### config.mk
export PLATFORM = sky130hd
export DESIGN_NAME = backslash_escape_decoder_core
export DESIGN_NICKNAME = d
export VERILOG_FILES = /design/src/hw/rtl/bsed_pkg.sv /design/src/hw/rtl/backslash_escape_decoder_core.sv
export SDC_FILE = /design/constraint.sdc
export NUM_CORES = 1
export LEC_CHECK = 0
export BUFFER_PORTS_ARGS = -buffer_cell sky130_fd_sc_hd__buf_2
export CAP_MARGIN = 15
export CORE_MARGIN = 2
export CORE_UTILIZATION = 55
export DETAILED_ROUTE_END_ITERATION = 12
export PLACE_DENSITY = 0.73
export SETUP_SLACK_MARGIN = 0.5
export SYNTH_ARGS = -nofsm -noshare
export SYNTH_HDL_FRONTEND = slang
export SYNTH_SLANG_ARGS = --single-unit
### constraint.sdc
create_clock -name clk -period 3.92 [get_ports clk]
set_input_delay 0.392 -clock clk [delete_from_list [all_inputs] [get_ports clk]]
set_output_delay 0.392 -clock clk [all_outputs]
set_load 0.02 [all_outputs]
### src/hw/rtl/bsed_pkg.sv
// Types and constants shared by the backslash escape decoder.
package bsed_pkg;

    localparam logic [1:0] MODE_NORMAL = 2'd0;
    localparam logic [1:0] MODE_ESCAPE = 2'd1;
    localparam logic [1:0] MODE_OCTAL  = 2'd2;
    localparam logic [1:0] MODE_DONE   = 2'd3;

    localparam logic [7:0] CHAR_BACKSLASH = 8'h5C;
    localparam logic [7:0] CHAR_C         = 8'h63;
    localparam logic [1:0] OCTAL_DIGITS_AFTER_FIRST = 2'd2;

    localparam int QUEUE_DEPTH = 4;
    localparam int PTR_W       = 2;
    localparam int CNT_W       = 3;

    typedef struct packed {
        logic [7:0] data;
        logic       valid;
        logic       eos;
        logic       rlast;
    } result_t;

    function automatic logic [7:0] escape_map(input logic [7:0] b);
        logic [7:0] v;
        begin
            case (b)
                8'h61: v = 8'd7;
                8'h62: v = 8'd8;
                8'h65: v = 8'd27;
                8'h45: v = 8'd27;
                8'h66: v = 8'd12;
                8'h6E: v = 8'd10;
                8'h72: v = 8'd13;
                8'h74: v = 8'd9;
                8'h76: v = 8'd11;
                default: v = b;
            endcase
            return v;
        end
    endfunction

endpackage

### src/hw/rtl/backslash_escape_decoder_core.sv
// Backslash escape decoder: one input byte in, up to two decoded words out.
// Decoded words are registered into the result queue and offered on the master side from its head.
// Throughput: one byte per cycle while the result queue has room; a byte that gives two words fills two queue entries.
// The four-word result queue takes a byte while it holds two words or fewer.
// Reset (rst_n low, asynchronous) returns to normal mode and empties the queue.
module backslash_escape_decoder_core
(
    input  logic       clk,
    input  logic       rst_n,
    input  logic       s_tvalid,
    output logic       s_tready,
    input  logic [7:0] s_tdata,   // [7:0] in_byte
    input  logic       s_tlast,   // in_last
    output logic       m_tvalid,
    input  logic       m_tready,
    output logic [7:0] m_tdata,   // [7:0] out_byte
    output logic [1:0] m_tuser,   // [0] byte_valid, [1] run_last
    output logic       m_tlast    // end_of_string
);

    logic [1:0] mode_reg, mode_next;
    logic [7:0] acc_reg, acc_next;
    logic [1:0] left_reg, left_next;

    bsed_pkg::result_t queue_reg [bsed_pkg::QUEUE_DEPTH];
    logic [bsed_pkg::PTR_W-1:0] wr_ptr_reg, wr_ptr_next;
    logic [bsed_pkg::PTR_W-1:0] rd_ptr_reg, rd_ptr_next;
    logic [bsed_pkg::CNT_W-1:0] cnt_reg, cnt_next;

    bsed_pkg::result_t r0, r1;
    logic [1:0] n_res;
    logic       push, pop;
    logic       is_oct;
    logic [2:0] digit;
    logic [7:0] acc_sum;
    logic [1:0] left_dec;
    logic       stay_escape;

    assign is_oct      = (s_tdata[7:3] == 5'b00110);
    assign digit       = s_tdata[2:0];
    assign acc_sum     = {acc_reg[4:0], digit};
    assign left_dec    = left_reg - 2'd1;
    assign stay_escape = (s_tdata == bsed_pkg::CHAR_BACKSLASH) && !s_tlast;

    always_comb
    begin
        mode_next = mode_reg;
        acc_next  = 8'd0;
        left_next = 2'd0;
        n_res     = 2'd0;
        r0        = '{data: s_tdata, valid: 1'b1, eos: s_tlast, rlast: 1'b0};
        r1        = '{data: s_tdata, valid: 1'b1, eos: s_tlast, rlast: 1'b1};
        case (mode_reg)
            bsed_pkg::MODE_NORMAL:
            begin
                if (stay_escape)
                begin
                    mode_next = bsed_pkg::MODE_ESCAPE;
                end
                else
                begin
                    n_res = 2'd1;
                end
            end
            bsed_pkg::MODE_ESCAPE:
            begin
                mode_next = bsed_pkg::MODE_NORMAL;
                if (is_oct)
                begin
                    if (s_tlast)
                    begin
                        n_res   = 2'd1;
                        r0.data = {5'd0, digit};
                    end
                    else
                    begin
                        mode_next = bsed_pkg::MODE_OCTAL;
                        acc_next  = {5'd0, digit};
                        left_next = bsed_pkg::OCTAL_DIGITS_AFTER_FIRST;
                    end
                end
                else if (s_tdata == bsed_pkg::CHAR_C)
                begin
                    n_res    = 2'd1;
                    r0.data  = 8'd0;
                    r0.valid = 1'b0;
                    r0.eos   = 1'b1;
                    if (!s_tlast)
                    begin
                        mode_next = bsed_pkg::MODE_DONE;
                    end
                end
                else
                begin
                    n_res   = 2'd1;
                    r0.data = bsed_pkg::escape_map(s_tdata);
                end
            end
            bsed_pkg::MODE_OCTAL:
            begin
                if (is_oct && (left_reg != 2'd0))
                begin
                    if ((left_dec == 2'd0) || s_tlast)
                    begin
                        mode_next = bsed_pkg::MODE_NORMAL;
                        n_res     = 2'd1;
                        r0.data   = acc_sum;
                    end
                    else
                    begin
                        acc_next  = acc_sum;
                        left_next = left_dec;
                    end
                end
                else
                begin
                    r0.data = acc_reg;
                    r0.eos  = 1'b0;
                    if (stay_escape)
                    begin
                        mode_next = bsed_pkg::MODE_ESCAPE;
                        n_res     = 2'd1;
                    end
                    else
                    begin
                        mode_next = bsed_pkg::MODE_NORMAL;
                        n_res     = 2'd2;
                    end
                end
            end
            default:
            begin
                if (s_tlast)
                begin
                    mode_next = bsed_pkg::MODE_NORMAL;
                end
            end
        endcase
        r0.rlast = (n_res == 2'd1);
    end

    assign s_tready = (cnt_reg <= bsed_pkg::CNT_W'(2));
    assign push     = s_tvalid && s_tready;
    assign m_tvalid = (cnt_reg != '0);
    assign pop      = m_tvalid && m_tready;

    always_comb
    begin
        wr_ptr_next = wr_ptr_reg;
        rd_ptr_next = rd_ptr_reg;
        cnt_next    = cnt_reg;
        if (push)
        begin
            wr_ptr_next = wr_ptr_reg + bsed_pkg::PTR_W'(n_res);
            cnt_next    = cnt_next + bsed_pkg::CNT_W'(n_res);
        end
        if (pop)
        begin
            rd_ptr_next = rd_ptr_reg + bsed_pkg::PTR_W'(1);
            cnt_next    = cnt_next - bsed_pkg::CNT_W'(1);
        end
    end

    always_ff @(posedge clk or negedge rst_n)
    begin
        if (!rst_n)
        begin
            mode_reg   <= bsed_pkg::MODE_NORMAL;
            acc_reg    <= 8'd0;
            left_reg   <= 2'd0;
            wr_ptr_reg <= '0;
            rd_ptr_reg <= '0;
            cnt_reg    <= '0;
        end
        else
        begin
            if (push)
            begin
                mode_reg <= mode_next;
                acc_reg  <= acc_next;
                left_reg <= left_next;
            end
            wr_ptr_reg <= wr_ptr_next;
            rd_ptr_reg <= rd_ptr_next;
            cnt_reg    <= cnt_next;
        end
    end

    always_ff @(posedge clk)
    begin
        if (push && (n_res != 2'd0))
        begin
            queue_reg[wr_ptr_reg] <= r0;
        end
        if (push && (n_res == 2'd2))
        begin
            queue_reg[wr_ptr_reg + bsed_pkg::PTR_W'(1)] <= r1;
        end
    end

    assign m_tdata = queue_reg[rd_ptr_reg].data;
    assign m_tuser = {queue_reg[rd_ptr_reg].rlast, queue_reg[rd_ptr_reg].valid};
    assign m_tlast = queue_reg[rd_ptr_reg].eos;

endmodule

After elaboration in Yosys (flattened, before gate mapping) --
Memories as Yosys holds them, arrays and structs flattened. Cells that the tools add are included. W data, S select, Z words.
Word-level totals: flip-flop bits (word level) 19, memory bits (writable) 44, bits of input ports 13, output and inout bits 13, logic and storage cells 92, memories 1
Cells by class: $add $sub $neg 6, order comparisons 1, eq/ne operators 18, muxes and demuxes 44, reduce and logical (&&, ||, !) cells 16
Memory list:
- queue_reg | depth 4, width 11, rd ports 1, clocked after memory_dff 0, wr ports 2, RTL line backslash_escape_decoder_core.sv:25 | bsed_pkg::result_t queue_reg [bsed_pkg::QUEUE_DEPTH];
Operators with widths (number):
- $eq A8 B7 Y1 const B | 11
- $pmux W8 S8 | 1
- $mux W8 | 7
- $mux W2 | 16
- $pmux W8 S2 | 2
- $mux W3 | 4
- $pmux W2 S3 | 2
- $mux W1 | 10
- $logic_and A1 B1 Y1 | 6
- $eq A5 B3 Y1 const B | 1
- $add A2 B1 Y2 const B | 2
- $eq A2 B1 Y1 const B | 2
- $eq A2 B2 Y1 const B | 2
- $logic_not A2 Y1 | 2
- $pmux W2 S2 | 1
- $reduce_and A4 Y1 | 1
- $reduce_bool A2 Y1 | 2
- $reduce_bool A4 Y1 | 1
- $add A3 B2 Y3 | 1
- $le A3 B2 Y1 const B | 1
- $ne A3 B3 Y1 const B | 1
- $reduce_bool A3 Y1 | 1
- $sub A3 B1 Y3 const B | 1
- $add A2 B2 Y2 | 1
- 6 further kinds | 6

Longest topological paths before layout --
Gate-level depths: netlist of the first run.
depth after elaboration 10, mapped depth 15, depth with buffers taken out 14

Worst setup path before layout of the first run --
Ideal clock, no wire load.
path kind flip-flop to flip-flop, start register mode_reg[0], end register cnt_reg[1] in the netlist's numbering, data arrival time 2.917 ns, setup slack 0.923 ns, cell stages (with the launch flop) 15, clock period less this slack 2.997 ns, cell sequence dfrtp_1 inv_1 ha_1 and3b_1 or4_4 nand2_1 clkbuf_1 a31oi_1 ha_1 inv_1 fa_1 nor2_1 a21oi_1 ha_1 mux2i_1
On the way: cells in the longest elaborated chain, start to end 6
RTL lines:
- start: declaration | RTL line backslash_escape_decoder_core.sv:21 | logic [1:0] mode_reg, mode_next;
- start signal: assignment | RTL line backslash_escape_decoder_core.sv:168 | mode_reg <= bsed_pkg::MODE_NORMAL;
- start signal: assignment | RTL line backslash_escape_decoder_core.sv:179 | mode_reg <= mode_next;
- $eq A2 B2 Y1 (tied with other cells) | RTL line backslash_escape_decoder_core.sv:53 | case (mode_reg)
- $pmux W2 S3 * | RTL line backslash_escape_decoder_core.sv:53
- $add A3 B2 Y3 * | RTL line backslash_escape_decoder_core.sv:155 | cnt_next = cnt_next + bsed_pkg::CNT_W'(n_res);
- $mux W3 * | RTL line backslash_escape_decoder_core.sv:152 | if (push)
- $sub A3 B1 Y3 | RTL line backslash_escape_decoder_core.sv:160 | cnt_next = cnt_next - bsed_pkg::CNT_W'(1);
- $mux W3 * | RTL line backslash_escape_decoder_core.sv:157 | if (pop)
- net cnt_next (one bit) | RTL line backslash_escape_decoder_core.sv:28 | logic [bsed_pkg::CNT_W-1:0] cnt_reg, cnt_next;
- end signal: assignment | RTL line backslash_escape_decoder_core.sv:185 | cnt_reg <= cnt_next;
- end: declaration | RTL line backslash_escape_decoder_core.sv:28
The timed path passes the listed nets; every way through them passes the cells marked *. A chain may end at the register's enable or synchronous reset.

Worst setup path after layout of the first run --
Ends and elaborated chain as after synthesis.

==> qor.csv, run 1 <==
metric,value,unit
synthToLayoutAreaGrowth,9.046,%
largest_register_ffs,44,
row_count,31,
hold_violations,0,
grt_first_pass_wirelength,16.13,mm
layout_min_cycle_time,3199,ps
arrival,3470,ps
worst_setup_path_start_kind,register,
rsz0062_at_grt,yes,
tns,0,ps
synth_cells,385,
pwr-share-clk,21.6,%
powerDensity,598.1,nW/µm²
cts.reportedPaths.clkPinSlew,70,ps
min_from,s_tvalid,
path_common_cell,ha_1,
regArea,1717,µm²
power.share.sequential,37.0,%
worstReg2RegEnd,cnt_reg[1],
worstSetupPathType,register to register,
cts.sink_count,63,
max-vdd-ir-drop,0.0003329,V
synth_seq_area_share,42.65,%
dpl.hpwl,7.463,mm
timing.critical_path.buf_inv,2,
drtIter0Drc,362,
routabilityCongestion,0.9364,
synth_edf_count,36,
final_net_count,420,
required,4190,ps
critPathCapture,cnt_reg[1],
final_cell_mix,"edfxtp_1 (36), nand2_1 (25), buf_2 (25), nor2_1 (23), dfrtp_1 (19)",
n_antenna_cell,0,
reg2regPathDepth,13,
drive_gt1_share,19.40,%
critPathSlowestCell,or4_4,
finClkSkew,7.595,ps
status,completed,
intPower,0.001553,W
synthMuxAreaShare,8.735,%
r2r-start,mode_reg[0],
combPwrFrac,41.4,%
numCtsBuffers,9,
swShare,40.84,%
synthXorXnorAreaFrac,1.306,%
synthArstFlopShare,30.16,%
core,7176,µm²
netlist_area,4025,µm²
cpPeakStageDelay,470,ps
insertion_delay,350,ps
worst_slew_pin_slew,774.3,ps
start_util,56.09,%
drc,0,
grt_util_all_layers,26.83,%
ys_ff_latch,63,
yosysTopAreaCell,edfxtp_1,
maxCapViolCount,0,
synth_compound_area_share,19.33,%
cp.depth,13,
synth-simple-area-share,20.02,%
first_pass_iters,5,
synth_adder_area_share,3.295,%
ioPinCount,26,
grt_max_degree,20,
ys_warn_count,0,
slew_violations,0,
via_per_inst,6.683,
io_buffers,25,
antenna_found_initial,0,
cts-root-buf,clkbuf_8,
clk_path_buf_depth,2,
synth_top_area_share,26.86,%
synthTopCellsByArea,"edfxtp_1 (27%), dfrtp_1 (12%), mux4_2 (6.2%), dfxtp_1 (4.0%), a22o_1 (3.7%)",
dieArea,8018,µm²
netlist-cell-type-count,69,
critical_path.top_delay_family,adder cells,
cp-startpoint,mode_reg[0],
n_fill_cell,597,
via_count,3348,
die_h,89.55,µm
avgSynthCellArea,10.45,µm²
antenna_left,0,
rrSetupSlack,720,ps
wl,10.03,mm
die_w,89.55,µm
p_switching,0.001072,W
final_common_cell,edfxtp_1,
synth_fp_nets,408,
max-slew-margin-rel,48.38,%
fin_crit_sh,81.60,%
wl_per_cell,20.02,µm
max_freq,312.6,MHz
hp-class,input pin to register,
cp_cell_sequence,inv_1 > ha_1 > and3b_1 > or4_4 > nand2_2 > a31oi_1 > ha_1 > inv_1 > fa_1 > nor2_1 > a21oi_1 > ha_1 > mux2i_1,
cp_max_fo,11,
synth_flop_cell,edfxtp_1,
synth_top_family_by_area,simple AND/OR/NAND/NOR gates,
whs,411.3,ps
leakagePower,1.633,nW
overflow,0,
grt_pass1_vias,3084,
crit_path_end_kind,register,
cts_tree,done,
setup_viol,0,
htreeDepth,3,
multi_input_comb_area,2127,µm²
[Yosys cell counts (7+ instances only)]
cell       n
a21oi_1   13
a22o_1    17
a31oi_1    8
and3_1    13
clkbuf_1  21
dfrtp_1   19
dfxtp_1    8
edfxtp_1  36
ha_1       9
inv_1     16
mux2i_1    7
mux4_2    11
nand2_1   26
nand4_1   14
nor2_1    23
o21ai_0   16
o22ai_1   12
[stage by stage]
stage | power, W | std cells | cell area [µm²] | worst slack (ps) | util (%)
6_report | 0.002625 | 501 | 4389 | 721.3 | 61.17
2_1_floorplan | 0.001792 | 385 | 4025 | 923.4 | -
5_1_grt | 0.002792 | 501 | 4389 | 493.7 | 61.17
3_3_place_gp | 0.002035 | 484 | 4177 | 635.4 | 58.20
3_5_place_dp | 0.002062 | 484 | 4177 | 583.5 | 58.20
4_1_cts | 0.002624 | 501 | 4383 | 611.2 | 61.08
[power groups by stage]
stage | Combinational, W | Sequential (W) | Clock (W)
CTS | 0.00108 | 0.000974 | 0.000571
global route | 0.00120 | 0.000992 | 0.000604
detailed placement | 0.00107 | 0.000988 | 0
finish | 0.00109 | 0.000971 | 0.000566
global placement | 0.00105 | 0.000981 | 0
floorplan | 0.000901 | 0.000891 | 0
[worst reg2reg max path, stage by stage, from the launching register on]
cell and delay [ps]:
dfrtp_1 390, inv_1 80, ha_1 320, and3b_1 220
or4_4 470, nand2_2 200, a31oi_1 150, ha_1 190
inv_1 70, fa_1 400, nor2_1 110, a21oi_1 80
ha_1 320, mux2i_1 140
[per-layer routing]
layer  vias up  track usage, %  part of all wire [%]
met5         -               0                     0
met3        33           5.448                   5.7
li1       1546               -                     -
met1      1624           37.40                    44
met4         0           9.769                   2.8
met2       145           41.51                    47
[logic make-up after synthesis]
logic type / count (synthesis)
xor+xnor: 6
simple gates: 135
flops: 63
fa+ha+maj: 10
compound gates: 105
buf+inv: 45
mux: 21
[timing repair]
item,4_1_cts,5_1_grt
endpoints found under the hold margin,19,0
buffers inserted,0,0
hold buffers,1,0
gates resized for setup,0,2
setup endpoints to repair,0,2
[how the worst min path moves through the flow]
stage,endpoint,cells after the start
after global routing,left_reg[0],3
after global placement,cnt_reg[0],1
final,left_reg[0],3
after detailed placement,cnt_reg[0],1
after CTS,left_reg[0],3
after floorplan,acc_reg[0],0
[area by class of cell]
| type | count | area share (%) |
|---|---|---|
| Multi-Input combinational cell | 277 | 48.46 |
| Inverter | 16 | 1.368 |
| Timing Repair Buffer | 30 | 3.763 |
| Sequential cell | 63 | 39.11 |
| Clock inverter | 7 | 1.653 |
| Clock buffer | 9 | 2.822 |
| Tap cell | 99 | 2.822 |
(Power assumes the default switching activity.)
==> run 2: changes to the inputs <==
--- a/config.mk
+++ b/config.mk
@@ -10,7 +10,7 @@
 export CORE_MARGIN = 2
 export CORE_UTILIZATION = 55
 export DETAILED_ROUTE_END_ITERATION = 12
-export PLACE_DENSITY = 0.73
+export PLACE_DENSITY = 0.76
 export SETUP_SLACK_MARGIN = 0.5
 export SYNTH_ARGS = -nofsm -noshare
 export SYNTH_HDL_FRONTEND = slang
==> constraint.sdc (replaced) <==
create_clock -name clk -period 2.8 [get_ports clk]
set_input_delay 0.28 -clock clk [delete_from_list [all_inputs] [get_ports clk]]
set_output_delay 0.28 -clock clk [all_outputs]
set_load 0.02 [all_outputs]
==> qor.csv, run 2 (synthesized netlist as in run 1, its figures left out) <==
metric,value,unit
status,completed,
antenna_left,0,
cts-root-buf,clkbuf_8,
intPower,0.002581,W
via_per_inst,6.740,
max_freq,363.3,MHz
slew_violations,0,
final_net_count,469,
grt_first_pass_wirelength,18.79,mm
setup_viol,0,
dieArea,8018,µm²
required,3070,ps
fin_crit_sh,98.30,%
cts.sink_count,63,
clk_path_buf_depth,2,
core,7176,µm²
rsz0062_at_grt,yes,
largest_register_ffs,44,
layout_min_cycle_time,2752,ps
n_fill_cell,467,
worst_slew_pin_slew,798.0,ps
antenna_found_initial,0,
routabilityCongestion,0.9295,
insertion_delay,350,ps
combPwrFrac,48.1,%
crit_path_end_kind,register,
synthToLayoutAreaGrowth,30.59,%
maxCapViolCount,0,
wl,12.38,mm
wl_per_cell,22.50,µm
p_switching,0.001891,W
swShare,42.28,%
via_count,3707,
row_count,31,
powerDensity,850.7,nW/µm²
leakagePower,1.960,nW
cts.reportedPaths.clkPinSlew,70,ps
pwr-share-clk,20.7,%
die_h,89.55,µm
drtIter0Drc,457,
ioPinCount,26,
worstSetupPathType,register to register,
drc,0,
whs,232.9,ps
grt_pass1_vias,3560,
cts_tree,done,
hold_violations,0,
worst_setup_path_start_kind,register,
overflow,0,
n_antenna_cell,0,
hp-class,input pin to register,
reg2regPathDepth,14,
htreeDepth,3,
arrival,3020,ps
max-vdd-ir-drop,0.0006667,V
die_w,89.55,µm
max-slew-margin-rel,46.60,%
final_common_cell,buf_4,
hold-path-cell-count,2,
final_cell_mix,"buf_4 (38), edfxtp_1 (36), buf_2 (25), nor2_1 (21), nand2_1 (20)",
drive_gt1_share,40.13,%
finClkSkew,8.758,ps
cp_max_fo,3,
grt_util_all_layers,31.40,%
dpl.hpwl,8.104,mm
first_pass_iters,5,
numCtsBuffers,9,
power.share.sequential,31.2,%
io_buffers,25,
grt_max_degree,21,
tns,0,ps
start_util,56.09,%
==> run 2: changes by cell type in the layout (fill, tap and decap cells not counted), sizes merged <==
cell | before | now
clkbuf | 9 | 11
buf | 29 | 72
or2 | 4 | 5
nand2 | 26 | 28
clkinv | 3 | 2
clkinvlp | 2 | 1
nand3 | 10 | 13
==> run 2: final cells by class <==
type                    count  area (µm²)  share of cell area (%)
repair buffers             73       534.3                   10.16
clock buffers              11       173.9                   3.309
inverters                  16       60.06                   1.143
well taps                  99       123.9                   2.357
flip-flops and latches     63        1718                   32.68
multi-input cells         283        2586                   49.20
clock inverters             5       60.06                   1.143
==> run 2: critical path, stage by stage, from the launching register on <==
cell and delay (ps):
dfrtp_1 410, inv_2 80, ha_4 140, and3b_1 170
or4_4 440, nand2_4 100, a31oi_4 90, ha_2 200
inv_2 50, fa_1 390, nor2_2 110, a21oi_2 70
ha_4 200, nand2_4 60, xor2_2 160
==> run 2: worst paths after layout <==
path,startpoint,slack (ps),end
worst max-delay path,left_reg[0],50,cnt_reg[2]
worst min-delay path,s_tlast,230,left_reg[0]
worst max register to register,left_reg[0],50,cnt_reg[2]
worst min register to register,queue_reg[0][0],500,queue_reg[0][0]
max in group asynchronous,rst_n,2080,rd_ptr_reg[0]
min in group asynchronous,rst_n,390,acc_reg[4]
==> run 2: power groups by stage <==
stage / Clock (W) / Combinational (W) / Sequential [W]
2_1_floorplan: 0 / 0.00136 / 0.00126
3_3_place_gp: 0 / 0.00168 / 0.00137
3_5_place_dp: 0 / 0.00172 / 0.00139
4_1_cts: 0.000924 / 0.00198 / 0.00137
5_1_grt: 0.000964 / 0.00229 / 0.00141
6_report: 0.000924 / 0.00215 / 0.00140
==> run 2: repair_timing <==
| action | 4_1_cts | 5_1_grt |
|---|---|---|
| resized for setup | 50 | 20 |
| cloned | 7 | 0 |
| hold endpoints to repair | 19 | 0 |
| endpoints found under the setup margin | 84 | 99 |
| setup buffers | 8 | 2 |
| pin swaps | 18 | 6 |
| hold buffers | 1 | 0 |
==> run 2: metrics by stage <==
step / total power (W) / std cells / cell area, µm² / utilization, % / worst slack, ps
after floorplan: 0.002614 / 385 / 4148 / - / -32.08
after global placement: 0.003056 / 516 / 4527 / 63.09 / 46.68
after detailed placement: 0.003107 / 516 / 4527 / 63.09 / -58.25
after CTS: 0.004275 / 548 / 5132 / 71.53 / 57.59
after global routing: 0.004665 / 550 / 5256 / 73.25 / -51.59
final: 0.004472 / 550 / 5256 / 73.25 / 47.68
==> run 2: routing by layer <==
metal	GRT usage, %	up-vias	wire [µm]
li1	-	1656	-
met1	38.67	1818	4738
met2	53.81	180	6323
met3	6.002	53	838
met4	12.89	0	475
met5	0	-	0
==> run 3: changes to the inputs <==
--- a/config.mk
+++ b/config.mk
@@ -10,7 +10,7 @@
 export CORE_MARGIN = 2
 export CORE_UTILIZATION = 55
 export DETAILED_ROUTE_END_ITERATION = 12
-export PLACE_DENSITY = 0.76
+export PLACE_DENSITY = 0.73
 export SETUP_SLACK_MARGIN = 0.5
 export SYNTH_ARGS = -nofsm -noshare
 export SYNTH_HDL_FRONTEND = slang
==> constraint.sdc (replaced) <==
create_clock -name clk -period 2.7 [get_ports clk]
set_input_delay 0.27 -clock clk [delete_from_list [all_inputs] [get_ports clk]]
set_output_delay 0.27 -clock clk [all_outputs]
set_load 0.02 [all_outputs]
==> qor.csv, run 3 (synthesized netlist as in run 1, its figures left out) <==
metric,value,unit
start_util,56.09,%
die_h,89.55,µm
max-vdd-ir-drop,0.0006235,V
powerDensity,874.3,nW/µm²
antenna_left,0,
first_pass_iters,5,
maxCapViolCount,0,
synthToLayoutAreaGrowth,32.61,%
cp_cell_sequence,inv_2 > ha_2 > and3b_1 > or4_4 > nand2_4 > a31oi_4 > ha_4 > inv_2 > fa_1 > nor2_1 > a21oi_2 > ha_4 > nand2_1 > xor2_1,
crit_path_end_kind,register,
drc,0,
cts.reportedPaths.clkPinSlew,90,ps
slew_violations,0,
cts_tree,done,
grt_util_all_layers,32.41,%
worst_slew_pin_slew,824.1,ps
clk_path_buf_depth,2,
largest_register_ffs,44,
n_antenna_cell,0,
worst_setup_path_start_kind,register,
max-slew-margin-rel,44.86,%
timing.critical_path.buf_inv,2,
grt_pass1_vias,3571,
row_count,31,
cpPeakStageDelay,440,ps
cp_max_fo,2,
worstSetupPathType,register to register,
max_freq,362.9,MHz
highest_layer,met4,
drive_gt1_share,40.91,%
critPathSlowestCell,or4_4,
routabilityCongestion,0.9638,
io_buffers,25,
final_common_cell,buf_4,
fin_crit_sh,102.1,%
status,"finished, violations left",
drtIter0Drc,502,
finalNonFillerCells,561,
wl_met2,6.258,mm
grt_max_degree,21,
cts.sink_count,63,
rsz0062_at_grt,yes,
hp-class,input pin to register,
finClkSkew,16.51,ps
htreeDepth,3,
drt-met1-wl,4.948,mm
wl_per_cell,22.32,µm
n_fill_cell,459,
grt_first_pass_wirelength,19.09,mm
layout_setup_ws,-55.69,ps
antenna_found_initial,0,
leakagePower,2.003,nW
critical_path.top_delay_family,adder cells,
via_per_inst,6.743,
layout_min_cycle_time,2756,ps
pre_cts_slack,-145.4,ps
ioPinCount,26,
dpl.hpwl,8.282,mm
final_net_count,480,
hold_violations,0,
insertion_delay,370,ps
utilization,74.39,%
wl,12.52,mm
required,2980,ps
via_count,3783,
dieArea,8018,µm²
placed_cells,521,
setup_viol,2,
overflow,0,
wl_met3,817,µm
violations,setup timing,
numCtsBuffers,9,
arrival,3040,ps
core,7176,µm²
final_cell_mix,"buf_4 (47), edfxtp_1 (36), buf_2 (25), nor2_1 (22), nand2_1 (21)",
cts-root-buf,clkbuf_8,
die_w,89.55,µm
## run 3: timing repair
item	CTS	global route
gates resized for setup	45	17
pin swaps	15	9
buffers inserted	14	1
hold endpoints to repair	19	0
hold buffers	1	0
endpoints found under the setup margin	100	89
gates cloned	7	1
## run 3: final cells by class
cell class | instances | area [µm²] | area share [%]
Sequential cell | 63 | 1718 | 32.18
Clock buffer | 9 | 123.9 | 2.321
Multi-Input combinational cell | 284 | 2600 | 48.71
Clock inverter | 7 | 102.6 | 1.922
Timing Repair Buffer | 83 | 609.3 | 11.42
Inverter | 16 | 60.06 | 1.125
Tap cell | 99 | 123.9 | 2.321
## run 3: path summary, 6_finish.rpt
check	depth (start not counted)	startpoint	to	slack [ps]
max in group asynchronous	2	rst_n	rd_ptr_reg[0]	2010
min reg2reg	1	queue_reg[1][0]	queue_reg[1][0]	490
max	14	left_reg[1]	cnt_reg[2]	-60
max reg2reg	14	left_reg[1]	cnt_reg[2]	-60
min	2	s_tlast	left_reg[0]	240
min in group asynchronous	2	rst_n	left_reg[1]	360
## run 3: worst reg2reg max path, cell delays in order, from the launching register on
cell,delay [ps]
dfrtp_1,400
inv_2,70
ha_2,170
and3b_1,170
or4_4,440
nand2_4,90
a31oi_4,100
ha_4,170
inv_2,40
fa_1,400
nor2_1,120
a21oi_2,70
ha_4,170
nand2_1,80
xor2_1,170
## run 3: stage by stage
stage,total power [W],hold slack (ps),area [µm²],TNS (ps)
finish,0.004667,239.1,5338,-57.62
global route,0.004872,260.3,5338,-504.9
CTS,0.004489,232.8,5223,-95.25
detailed placement,0.003277,235.9,4586,-262.1
global placement,0.003227,224.6,4586,-71.61
floorplan,0.002744,-25.59,4168,-227.1
## run 3: where the power goes
| group | internal, W | leakage, nW | switching [W] | total, W |
|---|---|---|---|---|
| clock network | 0.000533 | 0.116 | 0.000458 | 0.000990 |
| logic | 0.000959 | 1.24 | 0.00128 | 0.00224 |
| registers | 0.00120 | 0.647 | 0.000237 | 0.00144 |
| total | 0.00269 | 2.00 | 0.00197 | 0.00467 |
## run 3: per-layer routing
metal	track usage, %	up-vias
li1	-	1682
met2	52.74	221
met3	5.355	50
met5	0	-
met4	14.11	0
met1	42.59	1830
